==> src/hw/rtl/mcmt_pkg.sv <==
// ----------------------------------------------------------------------------
// Match timer package
// Shared types, codes and sizes of the multi-channel match timer.
// ----------------------------------------------------------------------------
package mcmt_pkg;

	localparam int NUM_TIMERS = 4;
	localparam int CH_W       = (NUM_TIMERS > 1) ? $clog2(NUM_TIMERS) : 1;
	localparam int CNT_W      = $clog2(NUM_TIMERS + 1);

	localparam int OP_W     = 2;
	localparam int TASK_W   = 8;
	localparam int EVENT_W  = 16;
	localparam int TIME_W   = 32;
	localparam int MODE_W   = 2;
	localparam int STATUS_W = 3;
	localparam int FCH_W    = 2;
	localparam int TIU_W    = 3;
	localparam int BIND_W   = TASK_W + EVENT_W;
	localparam int CFG_IDX_W  = 3;
	localparam int CFG_DATA_W = BIND_W;

	typedef enum logic [OP_W-1:0] {
		OP_ADVANCE = 2'd0,
		OP_SCAN    = 2'd1,
		OP_START   = 2'd2,
		OP_STOP    = 2'd3
	} op_t;

	typedef enum logic [STATUS_W-1:0] {
		ST_OK         = 3'd0,
		ST_BAD_TASK   = 3'd1,
		ST_ZERO_MATCH = 3'd2,
		ST_BAD_MODE   = 3'd3,
		ST_NOT_FOUND  = 3'd4
	} status_t;

	localparam logic [MODE_W-1:0] MODE_ONCE     = 2'd0;
	localparam logic [MODE_W-1:0] MODE_PERIODIC = 2'd1;

	localparam logic KIND_STATUS = 1'b0;
	localparam logic KIND_SCAN   = 1'b1;

	localparam logic [CFG_IDX_W-1:0] REG_TASK_COUNT    = 3'd0;
	localparam logic [CFG_IDX_W-1:0] REG_TIMERS_IN_USE = 3'd1;
	localparam logic [CFG_IDX_W-1:0] REG_BINDING_ZERO  = 3'd2;

	localparam logic [TASK_W-1:0] TASK_COUNT_RESET    = 8'd255;
	localparam logic [TIU_W-1:0]  TIMERS_IN_USE_RESET = 3'd4;

	// Result of evaluating one channel in the shared unit
	typedef struct packed {
		logic bind_hit;
		logic expired;
	} chan_eval_t;

endpackage

==> src/hw/rtl/mcmt_if.sv <==
// ----------------------------------------------------------------------------
// Match timer channels
// Request and response channels with a valid/ready handshake.
// ----------------------------------------------------------------------------
interface mcmt_req_if import mcmt_pkg::*; ();
	logic                valid;
	logic                ready;
	logic [OP_W-1:0]     op;
	logic [TASK_W-1:0]   task_id;
	logic [EVENT_W-1:0]  event_flag;
	logic [TIME_W-1:0]   match_value;
	logic [MODE_W-1:0]   timer_mode;

	modport source (output valid, op, task_id, event_flag, match_value, timer_mode,
		input ready);
	modport sink (input valid, op, task_id, event_flag, match_value, timer_mode,
		output ready);
endinterface

interface mcmt_rsp_if import mcmt_pkg::*; ();
	logic                valid;
	logic                ready;
	logic                kind;
	logic [STATUS_W-1:0] status;
	logic                fired;
	logic [TASK_W-1:0]   fired_task;
	logic [EVENT_W-1:0]  fired_event;
	logic [FCH_W-1:0]    fired_channel;
	logic                last;

	modport source (output valid, kind, status, fired, fired_task, fired_event,
		fired_channel, last, input ready);
	modport sink (input valid, kind, status, fired, fired_task, fired_event,
		fired_channel, last, output ready);
endinterface

==> src/hw/rtl/mcmt_chan_unit.sv <==
// ----------------------------------------------------------------------------
// Match timer channel unit
// Shared evaluator: binding compare and modular elapsed-time check of one channel.
// ----------------------------------------------------------------------------
module mcmt_chan_unit import mcmt_pkg::*; (
	input  logic [BIND_W-1:0]  binding,
	input  logic [TASK_W-1:0]  task_id,
	input  logic [EVENT_W-1:0] event_flag,
	input  logic               running,
	input  logic [TIME_W-1:0]  match_value,
	input  logic [TIME_W-1:0]  start_time,
	input  logic [TIME_W-1:0]  now,
	output chan_eval_t         result
);

	logic [TIME_W-1:0] elapsed;

	// Wraps naturally modulo 2^32
	assign elapsed = now - start_time;

	assign result.bind_hit = (binding[BIND_W-1:EVENT_W] == task_id) &&
		(binding[EVENT_W-1:0] == event_flag);
	assign result.expired = running && !(match_value > elapsed);

endmodule

==> src/hw/rtl/multi_channel_match_timer.sv <==
// ----------------------------------------------------------------------------
// Multi-channel match timer
// Table of timer channels on a millisecond counter that advance requests step,
// with start, stop and scan requests.
// ----------------------------------------------------------------------------
// One request is handled at a time; req.ready is high only while the sequencer
// is idle. All channel work goes through one shared channel unit that looks at
// one channel per cycle unless a full output register holds it, so the work of
// a request follows the active channel count n = min(timers_in_use, NUM_TIMERS):
// an advance is done on acceptance; a start or stop is accepted, then searches
// up to n channels (a rejected request answers without searching); a scan is
// accepted, evaluates all n channels, then walks the channel positions up to the
// last fired one (or gives a single report for the "nothing fired" case).
// Each response waits in an output register; a stalled rsp.ready only holds
// the sequencer on the cycle it wants to emit. Configuration writes are taken
// at any time but are meant only while the block is idle.
// ----------------------------------------------------------------------------
module multi_channel_match_timer import mcmt_pkg::*; (
	input  logic                  clk,
	input  logic                  arst_n,
	mcmt_req_if.sink              req,
	mcmt_rsp_if.source            rsp,
	input  logic                  cfg_we,
	input  logic [CFG_IDX_W-1:0]  cfg_index,
	input  logic [CFG_DATA_W-1:0] cfg_data
);

	typedef enum logic [3:0] {
		S_IDLE   = 4'b0001,
		S_SEARCH = 4'b0010,
		S_SCAN   = 4'b0100,
		S_FIRE   = 4'b1000
	} state_t;

	state_t state_q;

	// configuration
	logic [TASK_W-1:0] task_count_q;
	logic [TIU_W-1:0]  timers_in_use_q;
	logic [BIND_W-1:0] binding_q [NUM_TIMERS];

	// timer state
	logic [TIME_W-1:0] ms_count_q;
	logic [NUM_TIMERS-1:0] running_q;
	logic [NUM_TIMERS-1:0] periodic_q;
	logic [TIME_W-1:0] match_q [NUM_TIMERS];
	logic [TIME_W-1:0] start_q [NUM_TIMERS];

	// latched request
	op_t               op_q;
	logic [TASK_W-1:0] task_q;
	logic [EVENT_W-1:0] event_q;
	logic [TIME_W-1:0] match_val_q;
	logic [MODE_W-1:0] mode_q;
	status_t           status_q;

	logic [CNT_W-1:0]      idx_q;
	logic [NUM_TIMERS-1:0] fire_mask_q;

	// output register
	logic                rsp_valid_q;
	logic                kind_q;
	logic [STATUS_W-1:0] rsp_status_q;
	logic                fired_q;
	logic [TASK_W-1:0]   fired_task_q;
	logic [EVENT_W-1:0]  fired_event_q;
	logic [FCH_W-1:0]    fired_channel_q;
	logic                last_q;

	logic [CNT_W-1:0]      n_active;
	logic                  idx_done;
	logic [CH_W-1:0]       chan;
	chan_eval_t            eval;
	logic                  req_acc;
	status_t               pre_status;
	logic                  slot_free;
	logic [NUM_TIMERS-1:0] mask_rest;

	logic                emit;
	logic                e_kind;
	status_t             e_status;
	logic                e_fired;
	logic [TASK_W-1:0]   e_task;
	logic [EVENT_W-1:0]  e_event;
	logic [FCH_W-1:0]    e_chan;
	logic                e_last;
	logic                load;

	// Saturate the channel count at the table size
	assign n_active = (timers_in_use_q > TIU_W'(NUM_TIMERS)) ? CNT_W'(NUM_TIMERS)
		: CNT_W'(timers_in_use_q);
	assign idx_done = (idx_q >= n_active);
	assign chan     = (idx_q < CNT_W'(NUM_TIMERS)) ? idx_q[CH_W-1:0] : '0;

	mcmt_chan_unit u_chan_unit (
		.binding     (binding_q[chan]),
		.task_id     (task_q),
		.event_flag  (event_q),
		.running     (running_q[chan]),
		.match_value (match_q[chan]),
		.start_time  (start_q[chan]),
		.now         (ms_count_q),
		.result      (eval)
	);

	assign req.ready = (state_q == S_IDLE);
	assign req_acc   = req.valid && req.ready;
	assign slot_free = !rsp_valid_q || rsp.ready;
	assign mask_rest = fire_mask_q & ~(NUM_TIMERS'(1) << chan);

	// Checks that do not need the table, in priority order
	always_comb begin
		pre_status = ST_OK;
		if (req.task_id >= task_count_q) begin
			pre_status = ST_BAD_TASK;
		end else if (op_t'(req.op) == OP_START) begin
			if (req.match_value == '0) begin
				pre_status = ST_ZERO_MATCH;
			end else if (req.timer_mode != MODE_ONCE && req.timer_mode != MODE_PERIODIC) begin
				pre_status = ST_BAD_MODE;
			end
		end
	end

	// Response the sequencer wants to emit this cycle
	always_comb begin
		emit     = 1'b0;
		e_kind   = KIND_STATUS;
		e_status = ST_OK;
		e_fired  = 1'b0;
		e_task   = '0;
		e_event  = '0;
		e_chan   = '0;
		e_last   = 1'b1;
		case (state_q)
			S_SEARCH: begin
				if (status_q != ST_OK) begin
					emit     = 1'b1;
					e_status = status_q;
				end else if (idx_done) begin
					emit     = 1'b1;
					e_status = ST_NOT_FOUND;
				end else if (eval.bind_hit) begin
					emit = 1'b1;
				end
			end
			S_FIRE: begin
				e_kind = KIND_SCAN;
				if (fire_mask_q == '0) begin
					emit = 1'b1;
				end else if (fire_mask_q[chan]) begin
					emit    = 1'b1;
					e_fired = 1'b1;
					e_task  = binding_q[chan][BIND_W-1:EVENT_W];
					e_event = binding_q[chan][EVENT_W-1:0];
					e_chan  = FCH_W'(chan);
					e_last  = (mask_rest == '0);
				end
			end
			default: begin
				emit = 1'b0;
			end
		endcase
	end

	assign load = emit && slot_free;

	// Configuration registers; unknown indexes are dropped
	always_ff @(posedge clk or negedge arst_n) begin
		if (!arst_n) begin
			task_count_q    <= TASK_COUNT_RESET;
			timers_in_use_q <= TIMERS_IN_USE_RESET;
			for (int i = 0; i < NUM_TIMERS; i++) begin
				binding_q[i] <= '0;
			end
		end else if (cfg_we) begin
			if (cfg_index == REG_TASK_COUNT) begin
				task_count_q <= cfg_data[TASK_W-1:0];
			end
			if (cfg_index == REG_TIMERS_IN_USE) begin
				timers_in_use_q <= cfg_data[TIU_W-1:0];
			end
			for (int i = 0; i < NUM_TIMERS; i++) begin
				if (cfg_index == REG_BINDING_ZERO + CFG_IDX_W'(i)) begin
					binding_q[i] <= cfg_data[BIND_W-1:0];
				end
			end
		end
	end

	// Sequencer and timer table
	always_ff @(posedge clk or negedge arst_n) begin
		if (!arst_n) begin
			state_q     <= S_IDLE;
			ms_count_q  <= '0;
			running_q   <= '0;
			periodic_q  <= '0;
			idx_q       <= '0;
			fire_mask_q <= '0;
			op_q        <= OP_ADVANCE;
			task_q      <= '0;
			event_q     <= '0;
			match_val_q <= '0;
			mode_q      <= MODE_ONCE;
			status_q    <= ST_OK;
			for (int i = 0; i < NUM_TIMERS; i++) begin
				match_q[i] <= '0;
				start_q[i] <= '0;
			end
		end else begin
			case (state_q)
				S_IDLE: begin
					if (req_acc) begin
						op_q        <= op_t'(req.op);
						task_q      <= req.task_id;
						event_q     <= req.event_flag;
						match_val_q <= req.match_value;
						mode_q      <= req.timer_mode;
						status_q    <= pre_status;
						idx_q       <= '0;
						fire_mask_q <= '0;
						case (op_t'(req.op))
							OP_ADVANCE: ms_count_q <= ms_count_q + 1'b1;
							OP_SCAN:    state_q <= S_SCAN;
							default:    state_q <= S_SEARCH;
						endcase
					end
				end
				S_SEARCH: begin
					if (status_q != ST_OK || idx_done) begin
						if (slot_free) begin
							state_q <= S_IDLE;
						end
					end else if (eval.bind_hit) begin
						if (slot_free) begin
							// start arms the channel, stop clears it
							running_q[chan]  <= (op_q == OP_START);
							periodic_q[chan] <= (op_q == OP_START) && (mode_q == MODE_PERIODIC);
							match_q[chan]    <= (op_q == OP_START) ? match_val_q : '0;
							start_q[chan]    <= (op_q == OP_START) ? ms_count_q : '0;
							state_q          <= S_IDLE;
						end
					end else begin
						idx_q <= idx_q + 1'b1;
					end
				end
				S_SCAN: begin
					// evaluate one channel a cycle, then walk the fire mask
					if (idx_done) begin
						idx_q   <= '0;
						state_q <= S_FIRE;
					end else begin
						fire_mask_q[chan] <= eval.expired;
						idx_q             <= idx_q + 1'b1;
					end
				end
				S_FIRE: begin
					if (fire_mask_q == '0) begin
						if (slot_free) begin
							state_q <= S_IDLE;
						end
					end else if (fire_mask_q[chan]) begin
						if (slot_free) begin
							fire_mask_q <= mask_rest;
							if (periodic_q[chan]) begin
								start_q[chan] <= ms_count_q;
							end else begin
								running_q[chan] <= 1'b0;
								match_q[chan]   <= '0;
								start_q[chan]   <= '0;
							end
							if (mask_rest == '0) begin
								state_q <= S_IDLE;
							end else begin
								idx_q <= idx_q + 1'b1;
							end
						end
					end else begin
						idx_q <= idx_q + 1'b1;
					end
				end
				default: begin
					state_q <= S_IDLE;
				end
			endcase
		end
	end

	// Output register: hold the response until taken
	always_ff @(posedge clk or negedge arst_n) begin
		if (!arst_n) begin
			rsp_valid_q <= 1'b0;
		end else if (load) begin
			rsp_valid_q <= 1'b1;
		end else if (rsp.ready) begin
			rsp_valid_q <= 1'b0;
		end
	end

	always_ff @(posedge clk) begin
		if (load) begin
			kind_q          <= e_kind;
			rsp_status_q    <= e_status;
			fired_q         <= e_fired;
			fired_task_q    <= e_task;
			fired_event_q   <= e_event;
			fired_channel_q <= e_chan;
			last_q          <= e_last;
		end
	end

	assign rsp.valid         = rsp_valid_q;
	assign rsp.kind          = kind_q;
	assign rsp.status        = rsp_status_q;
	assign rsp.fired         = fired_q;
	assign rsp.fired_task    = fired_task_q;
	assign rsp.fired_event   = fired_event_q;
	assign rsp.fired_channel = fired_channel_q;
	assign rsp.last          = last_q;

endmodule

==> src/flat_wrapper.sv <==
// flat-port wrapper written by rule: the top's interface ports become plain ports
module multi_channel_match_timer_flat import mcmt_pkg::*;
  (clk, arst_n, cfg_we, cfg_index, cfg_data, req_valid, req_op, req_task_id, req_event_flag, req_match_value, req_timer_mode, req_ready, rsp_valid, rsp_kind, rsp_status, rsp_fired, rsp_fired_task, rsp_fired_event, rsp_fired_channel, rsp_last, rsp_ready);
  mcmt_req_if req_i ();
  mcmt_rsp_if rsp_i ();
  input  logic clk;
  input  logic arst_n;
  input  logic cfg_we;
  input  logic [CFG_IDX_W-1:0] cfg_index;
  input  logic [CFG_DATA_W-1:0] cfg_data;
  input wire logic [$bits(req_i.valid)-1:0] req_valid;
  input wire logic [$bits(req_i.op)-1:0] req_op;
  input wire logic [$bits(req_i.task_id)-1:0] req_task_id;
  input wire logic [$bits(req_i.event_flag)-1:0] req_event_flag;
  input wire logic [$bits(req_i.match_value)-1:0] req_match_value;
  input wire logic [$bits(req_i.timer_mode)-1:0] req_timer_mode;
  output wire logic [$bits(req_i.ready)-1:0] req_ready;
  output wire logic [$bits(rsp_i.valid)-1:0] rsp_valid;
  output wire logic [$bits(rsp_i.kind)-1:0] rsp_kind;
  output wire logic [$bits(rsp_i.status)-1:0] rsp_status;
  output wire logic [$bits(rsp_i.fired)-1:0] rsp_fired;
  output wire logic [$bits(rsp_i.fired_task)-1:0] rsp_fired_task;
  output wire logic [$bits(rsp_i.fired_event)-1:0] rsp_fired_event;
  output wire logic [$bits(rsp_i.fired_channel)-1:0] rsp_fired_channel;
  output wire logic [$bits(rsp_i.last)-1:0] rsp_last;
  input wire logic [$bits(rsp_i.ready)-1:0] rsp_ready;
  assign req_i.valid = req_valid;
  assign req_i.op = req_op;
  assign req_i.task_id = req_task_id;
  assign req_i.event_flag = req_event_flag;
  assign req_i.match_value = req_match_value;
  assign req_i.timer_mode = req_timer_mode;
  assign req_ready = req_i.ready;
  assign rsp_valid = rsp_i.valid;
  assign rsp_kind = rsp_i.kind;
  assign rsp_status = rsp_i.status;
  assign rsp_fired = rsp_i.fired;
  assign rsp_fired_task = rsp_i.fired_task;
  assign rsp_fired_event = rsp_i.fired_event;
  assign rsp_fired_channel = rsp_i.fired_channel;
  assign rsp_last = rsp_i.last;
  assign rsp_i.ready = rsp_ready;
  multi_channel_match_timer u_core (.clk(clk), .arst_n(arst_n), .req(req_i), .rsp(rsp_i), .cfg_we(cfg_we), .cfg_index(cfg_index), .cfg_data(cfg_data));
endmodule
==> config.mk <==
export PLATFORM = sky130hd
export DESIGN_NAME = multi_channel_match_timer_flat
export DESIGN_NICKNAME = d
export VERILOG_FILES = /design/src/hw/rtl/mcmt_pkg.sv /design/src/hw/rtl/mcmt_if.sv /design/src/hw/rtl/mcmt_chan_unit.sv /design/src/hw/rtl/multi_channel_match_timer.sv /design/src/flat_wrapper.sv
export SDC_FILE = /design/constraint.sdc
export NUM_CORES = 1
export LEC_CHECK = 0
export BUFFER_PORTS_ARGS = -buffer_cell sky130_fd_sc_hd__buf_2
export CAP_MARGIN = 20
export CORE_ASPECT_RATIO = 0.6
export CORE_MARGIN = 10
export CORE_UTILIZATION = 55
export CTS_CLUSTER_DIAMETER = 50
export DETAILED_ROUTE_END_ITERATION = 10
export PLACE_DENSITY = 0.85
export SLEW_MARGIN = 40
export SYNTH_ARGS = -nofsm -noshare
export SYNTH_HDL_FRONTEND = slang
export SYNTH_SLANG_ARGS = --single-unit
export TNS_END_PERCENT = 30
==> constraint.sdc <==
create_clock -name clk -period 12.6 [get_ports clk]
set_clock_uncertainty 0.1 [all_clocks]
set_input_delay 0.63 -clock clk [delete_from_list [all_inputs] [get_ports clk]]
set_output_delay 0.63 -clock clk [all_outputs]
set_load 0.005 [all_outputs]
==> impl_metrics.sql <==
INSERT INTO impl_metrics (metric_group, metric, value, unit) VALUES
('finish', 'post_route_cell_area', '27700', 'sq um'),
('setup_path', 'cp_cell_sequence', 'o21ba_2 -> buf_4 -> o22a_1 -> o221a_2 -> inv_1 -> ha_1 -> nor2b_1 -> o31a_1 -> o31ai_1 -> o31ai_1 -> a211oi_1 -> o21ai_0 -> a211oi_1 -> o21ai_0 -> xnor2_1 -> ha_1 -> nand4_1 -> nor4_1 -> nand2_1 -> or3_1 -> a211o_1 -> o21ai_0', ''),
('sta', 'period_share', '58.8', '%'),
('drt', 'detailed_route_via_count', '19600', ''),
('pwr', 'power_density', '215', 'nW/um^2'),
('setup_path', 'timing.critical_path.required', '12.98', 'ns'),
('synthesis', 'synth_seq_cells', '509', ''),
('synthesis', 'count_of_cell_types_in_the_netlist', '88', ''),
('worst_hold_path', 'hold_class', 'primary input to register', ''),
('flow_run', 'drv.max_cap_violation_count', '0', ''),
('pwr', 'p_seq_share', '37.9', '%'),
('cts', 'root_buffer_master', 'sky130_fd_sc_hd__clkbuf_16', ''),
('pwr', 'share_clk_of_total_power', '24.6', '%'),
('pwr', 'share_comb_of_total_power', '37.5', '%'),
('setup_path', 'worst-endpoint-arrival', '7.79', 'ns'),
('grt', 'grt_remaining_overflow', '0', ''),
('cts', 'worstSkewPairLatency', '0.59', 'ns'),
('cts', 'clkSinkCount', '509', ''),
('grt', 'first_pass_grt_wire_length', '118000', 'microns'),
('setup_path', 'path_common_cell', 'sky130_fd_sc_hd__o21ai_0', ''),
('synthesis', 'yosys_warnings', '0', ''),
('setup_path', 'cp_slowest_stage_delay', '0.82', 'ns'),
('sta', 'relSlewSlack', '43.3', '%'),
('grt', 'grt_usage', '27.6', '%'),
('setup_path', 'worst-path-stages', '22', ''),
('synthesis', 'sequential_share_of_the_synthesized_area', '51.6', '%'),
('sta', 'final_number_of_max_transition_violations', '0', ''),
('drt', 'post-route-drc-count', '0', ''),
('finish', 'final_common_cell', 'sky130_fd_sc_hd__dfrtp_1', ''),
('pwr', 'p_int', '3.64', 'mW'),
('finish', 'syn2layout_area_growth', '10.6', '%'),
('outcome', 'outcome', 'complete, no violations', ''),
('cts', 'clockBufferDepth', '3', ''),
('setup_path', 'crit_path_launch_type', 'register', ''),
('sta', 'hold_slack', '0.179', 'ns'),
('sta', 'timing.setup.tns', '0', 'ns'),
('cts', 'postCtsSetupBuffers', '0', ''),
('sta', 'rsz0062_at_grt', 'false', ''),
('setup_path', 'reg2regPathDepth', '22', ''),
('grt', 'number_of_antenna_violations_at_the_first_check_in_global_routing', '2', ''),
('pwr', 'swShare', '38.9', '%'),
('floorplanning', 'placement_rows', '60', ''),
('cts', 'clk_pin_slew_worst_paths', '0.07', 'ns'),
('synthesis', 'dominantRegCellSynth', 'sky130_fd_sc_hd__dfrtp_1', ''),
('floorplanning', 'dieArea', '54700', 'sq um'),
('synthesis', 'synth_edf_count', '32', ''),
('cts', 'ctsResizeCount', '0', ''),
('synthesis', 'synth_fp_nets', '2344', ''),
('drt', 'antenna_left', '0', ''),
('floorplanning', 'design.core.area', '44900', 'sq um'),
('finish', 'highest_count_cells_in_the_layout_ignoring_fill_and_taps', 'sky130_fd_sc_hd__dfrtp_1, sky130_fd_sc_hd__nand2_1, sky130_fd_sc_hd__mux2_2', ''),
('pwr', 'ir_drop', '123', 'uV'),
('finish', 'final_core_utilization', '61.6', '%'),
('setup_path', 'worst-path-buf-inv', '2', ''),
('floorplanning', 'die_h', '185', 'microns'),
('synthesis', 'syn_area_per_cell', '11.5', 'sq um'),
('sta', 'finalSetupViolCount', '0', ''),
('cts', 'tritoncts.num_buffers', '47', ''),
('drt', 'route.detailed.wl_per_inst', '26.5', 'microns'),
('cts', 'cts_htree_levels', '2', ''),
('synthesis', 'number_of_standard_cells_after_synthesis', '2175', ''),
('setup_path', 'ff2ff_setup_slack', '5.19', 'ns'),
('place', 'placement.io_buffers', '125', ''),
('floorplanning', 'initial_utilization', '55.7', '%'),
('drt', 'drtIter0Drc', '2570', ''),
('setup_path', 'worst_path_dominant_cell_family', 'compound AO/OA/AOI/OAI gates', ''),
('sta', 'hold_violations', '0', ''),
('drt', 'first_pass_iters', '6', ''),
('drt', 'via_per_inst', '6.81', ''),
('setup_path', 'worst_path_max_delay_cell', 'sky130_fd_sc_hd__dfrtp_4', ''),
('synthesis', 'post_synth_instance_area', '25000', 'sq um');
==> power by group through the flow <==
stage	logic, mW	registers [mW]	clock network [mW]
6_report	2.24	2.26	1.46
5_1_grt	2.41	2.28	1.54
4_1_cts	2.16	2.23	1.47
3_5_place_dp	2.13	2.26	0
3_3_place_gp	2.03	2.24	0
2_1_floorplan	1.49	2.13	0
==> layer usage <==
metal | GRT usage (%) | up-vias | wire length, microns | share of wire [%]
li1 | - | 8350 | - | -
met1 | 39.8 | 9871 | 32200 | 42
met2 | 39.1 | 1235 | 32300 | 42
met3 | 9.85 | 153 | 10300 | 13
met4 | 6.50 | 0 | 1540 | 2.0
met5 | 0 | - | 0 | 0
==> cell type report <==
class / instances / area, sq um
Tap cell: 589 / 737
Multi-Input combinational cell: 1484 / 11300
Timing Repair Buffer: 164 / 981
Fill cell: 3398 / 17200
Sequential cell: 509 / 12900
Antenna cell: 3 / 7.51
Clock buffer: 72 / 1420
Clock inverter: 14 / 138
Inverter: 45 / 169
==> through the flow <==
| step | setup WS [ns] | std cells | total power, mW |
|---|---|---|---|
| floorplan | 6.64 | 2175 | 3.62 |
| CTS | 5.30 | 2877 | 5.87 |
| finish | 5.19 | 2880 | 5.96 |
| detailed placement | 5.35 | 2790 | 4.39 |
| global route | 4.64 | 2879 | 6.24 |
| global placement | 5.63 | 2788 | 4.27 |
==> cell families after synthesis <==
logic type	count (synthesis)	synth area share, %
AO/OA/AOI/OAI	658	19.9
XOR/XNOR	67	2.35
adder cells (fa/ha/maj)	77	3.88
buffers and inverters	182	3.63
flip-flops	509	51.6
multiplexers	204	9.00
AND/OR/NAND/NOR	478	9.64
==> state kept, by name, summed over array words and instances, names as in the netlist, 2 cells and up <==
signal / count
u_core.rsp.status: 3
u_core.start_q: 128
u_core.ms_count_q: 32
u_core.task_q: 8
u_core.match_q: 128
u_core.rsp.fired_task: 8
u_core.idx_q: 3
u_core.op_q: 2
u_core.timers_in_use_q: 3
u_core.event_q: 16
u_core.binding_q: 96
u_core.task_count_q: 8
u_core.fire_mask_q: 4
u_core.state_q: 4
u_core.rsp.fired_channel: 2
u_core.periodic_q: 4
u_core.status_q: 2
u_core.mode_q: 2
u_core.match_val_q: 32
u_core.running_q: 4
u_core.rsp.fired_event: 16
==> synthesized netlist by cell type (32+ instances only) <==
library cell | number | area [sq um]
sky130_fd_sc_hd__edfxtp_1 | 32 | 961
sky130_fd_sc_hd__a21oi_1 | 66 | 330
sky130_fd_sc_hd__mux2i_1 | 37 | 370
sky130_fd_sc_hd__o22ai_1 | 40 | 250
sky130_fd_sc_hd__o21ai_0 | 96 | 480
sky130_fd_sc_hd__nand2_1 | 184 | 691
sky130_fd_sc_hd__ha_1 | 76 | 951
sky130_fd_sc_hd__a21o_1 | 40 | 300
sky130_fd_sc_hd__o221ai_1 | 33 | 289
sky130_fd_sc_hd__a22o_1 | 136 | 1190
sky130_fd_sc_hd__dfrtp_1 | 467 | 11700
sky130_fd_sc_hd__inv_1 | 42 | 158
sky130_fd_sc_hd__xnor2_1 | 40 | 350
sky130_fd_sc_hd__nor2_1 | 103 | 387
sky130_fd_sc_hd__o2bb2ai_1 | 81 | 709
sky130_fd_sc_hd__mux2_2 | 166 | 1870
sky130_fd_sc_hd__o22a_1 | 37 | 324
sky130_fd_sc_hd__clkbuf_1 | 72 | 270
==> worst paths after layout <==
check | startpoint | to
max reg2reg | u_core.idx_q[1] | u_core.fire_mask_q[1]
min | req_timer_mode[0] | u_core.mode_q[0]
max in group asynchronous | arst_n | u_core.start_q[54]
min reg2reg | u_core.running_q[1] | u_core.running_q[1]
max | u_core.idx_q[1] | u_core.fire_mask_q[1]
min in group asynchronous | arst_n | u_core.binding_q[2]
Note: power is estimated with default switching activity, not from simulation.
